<file path="config.mk">
export PLATFORM = sky130hd
export DESIGN_NAME = ppit_edge
export DESIGN_NICKNAME = d
export VERILOG_FILES = /design/src/sv/ppit_pkg.sv /design/src/sv/ppit_edge.sv
export SDC_FILE = /design/constraint.sdc
export NUM_CORES = 2
export LEC_CHECK = 0
export ABC_CLOCK_PERIOD_IN_PS = 18300
export BUFFER_PORTS_ARGS = -buffer_cell sky130_fd_sc_hd__buf_2
export CAP_MARGIN = 20
export CORE_MARGIN = 4
export CORE_UTILIZATION = 65
export DETAILED_ROUTE_END_ITERATION = 10
export PLACE_DENSITY = 0.88
export SETUP_SLACK_MARGIN = 0.4
export SLEW_MARGIN = 10
export SYNTH_ARGS = -nofsm -noshare
export SYNTH_HDL_FRONTEND = slang
export SYNTH_SLANG_ARGS = --single-unit
</file>
<file path="constraint.sdc">
create_clock -name i_clk -period 18.3 [get_ports i_clk]
set_input_delay 0 -clock i_clk [delete_from_list [all_inputs] [get_ports i_clk]]
set_output_delay 0 -clock i_clk [all_outputs]
set_load 0.02 [all_outputs]
</file>
<file path="src/sv/ppit_pkg.sv">
// Shared constants and types of the polygon point-inside test block.
package ppit_pkg;

    localparam int MAX_VERTICES_DEF = 64;
    localparam int COORD_BITS_DEF   = 24;
    localparam int MIN_VERTS        = 3;

    localparam logic [1:0] OP_CLEAR = 2'd0;
    localparam logic [1:0] OP_LOAD  = 2'd1;
    localparam logic [1:0] OP_QUERY = 2'd2;

    localparam logic KIND_SIZE   = 1'b0;
    localparam logic KIND_INSIDE = 1'b1;

    typedef enum logic [1:0] {
        ST_IDLE,
        ST_WALK,
        ST_DRAIN
    } t_state;

    // Per-cycle command to every vertex cell.
    typedef struct packed {
        logic shift;   // push a new vertex in at cell 0
        logic rotate;  // advance the ring of loaded vertices by one place
    } t_cell_ctl;

    // Status of the edge evaluation pipeline.
    typedef struct packed {
        logic pipe_busy;
        logic in_poly;
    } t_edge_stat;

endpackage

</file>
<file path="src/sv/ppit_edge.sv">
// Three-stage edge crossing evaluator with the even-odd parity register.
module ppit_edge #(
    parameter int COORD_BITS = 24
) (
    input  logic                         i_clk,
    input  logic                         i_rst_n,
    input  logic                         i_clear,
    input  logic                         i_valid,
    input  logic signed [COORD_BITS-1:0] i_prev_x,
    input  logic signed [COORD_BITS-1:0] i_prev_y,
    input  logic signed [COORD_BITS-1:0] i_cur_x,
    input  logic signed [COORD_BITS-1:0] i_cur_y,
    input  logic signed [COORD_BITS-1:0] i_min_x,
    input  logic signed [COORD_BITS-1:0] i_min_y,
    input  logic signed [COORD_BITS-1:0] i_q_x,
    input  logic signed [COORD_BITS-1:0] i_q_y,
    output ppit_pkg::t_edge_stat         o_stat
);
    import ppit_pkg::*;

    localparam int EW = COORD_BITS + 2;
    localparam int PW = 2 * EW;

    logic signed [EW-1:0] cx, cy, px, py, qx, qy;
    logic signed [EW-1:0] n_a, n_b, n_c, n_d;
    logic                 n_straddle;

    logic signed [EW-1:0] r_a, r_b, r_c, r_d;
    logic                 r_v1, r_st1;
    logic signed [PW-1:0] r_p1, r_p2;
    logic                 r_v2, r_st2, r_bneg;
    logic signed [PW:0]   diff;
    logic                 toggle;
    logic                 r_par;

    // Stage A: shift vertices by the box minimum, form the four factors.
    always_comb begin
        cx = EW'(i_cur_x) - EW'(i_min_x);
        cy = EW'(i_cur_y) - EW'(i_min_y);
        px = EW'(i_prev_x) - EW'(i_min_x);
        py = EW'(i_prev_y) - EW'(i_min_y);
        qx = EW'(i_q_x);
        qy = EW'(i_q_y);
        n_straddle = (cy > qy) != (py > qy);
        n_a = qx - cx;
        n_b = py - cy;
        n_c = px - cx;
        n_d = qy - cy;
    end

    always_ff @(posedge i_clk) begin
        r_a <= n_a;
        r_b <= n_b;
        r_c <= n_c;
        r_d <= n_d;
        r_st1 <= n_straddle;
        // Stage B: both cross products
        r_p1 <= PW'(r_a) * PW'(r_b);
        r_p2 <= PW'(r_c) * PW'(r_d);
        r_st2 <= r_st1;
        r_bneg <= r_b[EW-1];
    end

    // Stage C: exact sign of the product difference, oriented by dy.
    always_comb begin
        diff = (PW+1)'(r_p1) - (PW+1)'(r_p2);
        toggle = r_v2 && r_st2 &&
                 (r_bneg ? (diff > 0) : (diff < 0));
    end

    always_ff @(posedge i_clk) begin
        if (!i_rst_n) begin
            r_v1  <= 1'b0;
            r_v2  <= 1'b0;
            r_par <= 1'b0;
        end else begin
            r_v1 <= i_valid;
            r_v2 <= r_v1;
            if (i_clear) begin
                r_par <= 1'b0;
            end else if (toggle) begin
                r_par <= ~r_par;
            end
        end
    end

    assign o_stat.pipe_busy = r_v1 | r_v2;
    assign o_stat.in_poly   = r_par;

endmodule

</file>
==> metrics.md <==
| Metric | Value |
|---|---|
| Buf+Inv Stages, Crit Path | `7` |
| Cell variety after synth | `a little under 90` |
| Syn Nets | `9523` |
| Final Critical Period | `around 8.6 ns` |
| Chip width | `325 um` |
| Count of flip-flops with a built-in enable after synthesis | `0` |
| Count of nets after finishing | `between 9000 and 10000` |
| Most frequent cells in the layout | `1745 x sky130_fd_sc_hd__inv_1, 1451 x sky130_fd_sc_hd__fa_1, 865 x sky130_fd_sc_hd__nand2_1` |
| Resized Gates After CTS | `0` |
| Crit end category | `flop` |
| Number of violations of the max-capacitance limit | `0` |
| Clock Tree Buf Depth | `3` |
| Placeable core region | `100000 sq um` |
| Vias in the first global route | `roughly 57000` |
| Peak Freq | `roughly 120 MHz` |
| # hold bufs at CTS | `65` |
| Endpoints failing hold | `0` |
| Startpoint class of the critical path | `flop` |
| CP max FO | `26` |
| Routability Congestion | `around 0.98` |
| Count of unresolved DRC violations after routing | `0` |
| Growth of design area from synthesis to finish | `6.18%` |
| Final worst clock skew | `between 0.07 and 0.08 ns` |
| All-Layer GR Usage | `0.351` |
| Synthesis Warnings | `0` |
| Setup fix buffers added after clock tree synthesis | `0` |
| Clock tree from TritonCTS | `done` |
| TritonCTS Sinks | `approximately 210` |
| Most used flip-flop cell after synthesis | `sky130_fd_sc_hd__dfxtp_1` |
| Post-synthesis cell type with the largest combined area | `sky130_fd_sc_hd__fa_1` |
| Final worst slack | `~9.7 ns` |
| Detail Placement HPWL | `roughly 150000 um` |
| Setup total negative slack | `0 ns` |
| Type of the worst min-delay path | `input port to flop` |
| Type of the worst setup path | `flop to flop` |
| TritonCTS Buffers | `28` |
| Most common cell after layout, fill and taps aside | `sky130_fd_sc_hd__inv_1` |
| Final number of setup-violating endpoints | `0` |
| Arrival @ worst endpoint | `between 9 and 10 ns` |
| Port Buffers | `197` |
| Cell type group with the largest total delay on the critical path | `adder cells` |
| Synthesized area divided by synthesized cell count | `8.92 sq um` |
| First DRT Iteration DRCs | `~4500` |
| Initial antenna violation count | `10` |
| Residual antenna-violating net count after detailed routing | `0` |
| Sequential cell area fraction in the yosys report | `0.0655` |
| Run status | `complete, no violations` |
| End-of-flow core utilization | `0.695` |
| Slowest stage delay, CP | `1.08 ns` |
| Grt total ovfl | `0` |
| Number of register bits inferred by synthesis | `about 210` |
| Overall via count from detail_route | `between 50000 and 60000` |
| RSZ-0062 raised after global routing | `false` |
| Routed vias/inst | `between 5 and 6` |
| Worst slack on hold paths | `roughly 0.036 ns` |
| Average wire per standard cell | `slightly above 20 um` |
| Max-slew violation count | `0` |
| Initial core utilization | `0.654` |
| Die Outline Area | `approximately 110000 sq um` |
| Number of standard cells after synthesis | `roughly 7300` |
| Count of TritonRoute iterations in the first routing pass | `9` |
| Die height | `325 um` |
| Top cells by area in the synthesized netlist | `sky130_fd_sc_hd__fa_1 44%, sky130_fd_sc_hd__ha_1 10%, sky130_fd_sc_hd__inv_1 10%, sky130_fd_sc_hd__dfxtp_1 6.5%, sky130_fd_sc_hd__and2_1 5.5%` |
| Worst-skew pair later-pin latency | `approximately 0.65 ns` |
| Slew headroom | `0.210` |
| Aggregate routed wire length | `between 150000 and 200000 um` |
| Layout cell share with drive strength beyond 1 | `0.0500` |
| Global-route wire length before repair | `293000 um` |
| Measured slew at the worst slew-check pin | `between 1 and 1.5 ns` |
| Maximum level of the CTS H-tree | `1` |
| Critical-path cell with the highest stage delay | `sky130_fd_sc_hd__dfxtp_1` |
| Clock transition at the registers of the reported paths | `about 0.070 ns` |
| Library cell used as clock root buffer | `sky130_fd_sc_hd__clkbuf_16` |
| Final worst path period share | `0.473` |
| FP Rows | `about 120` |
| Number of placed I/O pins | `~200` |
| Worst Path Required | `~19 ns` |
| Cell area after technology mapping | `65400 sq um` |
| Setup Slack @ Placement | `9.70 ns` |
| Maximum number of pins on one net before global-route repair | `27` |
| Share of the synthesized area in the top cell type | `0.444` |
| Asr flop ratio synth | `0` |
[metal layers]
layer  global-route usage  vias to the layer above  wire length [um]
li1                     -                    22400                 -
met1                0.415                    25600             62900
met2                0.584                     3000             86900
met3               0.0739                      825             18100
met4                0.224                        4             14200
met5                    0                        -                27
[worst paths after layout]
check                                     from          endpoint  slack (ns)  cells after the start
worst min-delay path              i_prev_x[23]   r_c[25]$_DFF_P_        0.04                      5
worst min register to register   r_st1$_DFF_P_     r_st2$_DFF_P_        0.33                      0
worst max-delay path            r_b[4]$_DFF_P_  r_p1[51]$_DFF_P_        9.65                     29
worst max register to register  r_b[4]$_DFF_P_  r_p1[51]$_DFF_P_        9.65                     29
[worst register-to-register path: cells and delay by family, from the launching register on]
family / cells / cell delay, ns
flops: 1 / 1.08
xor+xnor: 1 / 0.13
compound gates: 10 / 2.46
fa+ha+maj: 8 / 3.88
simple gates: 3 / 0.62
buf+inv: 7 / 0.37
[area by class of cell]
class | count | area, sq um
diodes | 5 | 12.5
clock inverters | 16 | 179
clock buffers | 35 | 757
fillers | 7244 | 30500
repair buffers | 348 | 2430
multi-input cells | 5123 | 53600
inverters | 1745 | 6550
flip-flops and latches | 214 | 4280
well taps | 1298 | 1620
[sequential cells by signal, summed over array words and instances (netlist names)]
signal	cells
r_par	1
r_a	26
r_p1	52
r_st2	1
r_v2	1
r_v1	1
r_p2	52
r_b	26
r_c	26
r_st1	1
r_d	26
r_bneg	1
[per-stage QoR]
step	cell area, sq um	cells
2_1_floorplan	65400	7335
6_report	69500	8784
3_5_place_dp	67700	8649
4_1_cts	69200	8765
3_3_place_gp	67600	8648
5_1_grt	69500	8783
[cell usage after synthesis, drive strengths merged (5+ instances only)]
| library cell | instances |
|---|---|
| nand3b | 5 |
| o21a | 49 |
| a21o | 106 |
| inv | 1745 |
| a211oi | 25 |
| a21boi | 21 |
| nand4 | 34 |
| dfxtp | 214 |
| a211o | 12 |
| o2111ai | 11 |
| a31o | 9 |
| a221oi | 10 |
| clkbuf | 246 |
| a21oi | 222 |
| nand2b | 52 |
| nor4 | 13 |
| o21ai | 140 |
| o211a | 10 |
| o31ai | 17 |
| or2 | 11 |
| o21bai | 38 |
| or3 | 27 |
| a41oi | 6 |
| nand2 | 865 |
| nand3 | 65 |
| nor2b | 42 |
| and3 | 35 |
| o41ai | 6 |
| fa | 1451 |
| and2 | 579 |
| o31a | 7 |
| xor2 | 75 |
| ha | 541 |
| and4 | 8 |
| o211ai | 25 |
| buf | 7 |
| mux2i | 10 |
| nor3 | 68 |
| o22ai | 9 |
| xnor2 | 198 |
| a31oi | 34 |
| nor2 | 228 |
[cells by family (layout without fill, tap and decap cells)]
family,count (synthesis),in the layout,share of synthesized area
AND/OR/NAND/NOR,2046,2046,0.152
buffers and inverters,1998,2144,0.115
adder cells (fa/ha/maj),1992,1992,0.547
AO/OA/AOI/OAI,799,799,0.0816
XOR/XNOR,273,273,0.0365
flip-flops,214,214,0.0655
multiplexers,13,13,0.00205
other,0,5,0
Power is left out: the tool's default activity adds up to more than one toggle a clock period on the data nets, which glitch-free logic cannot reach.
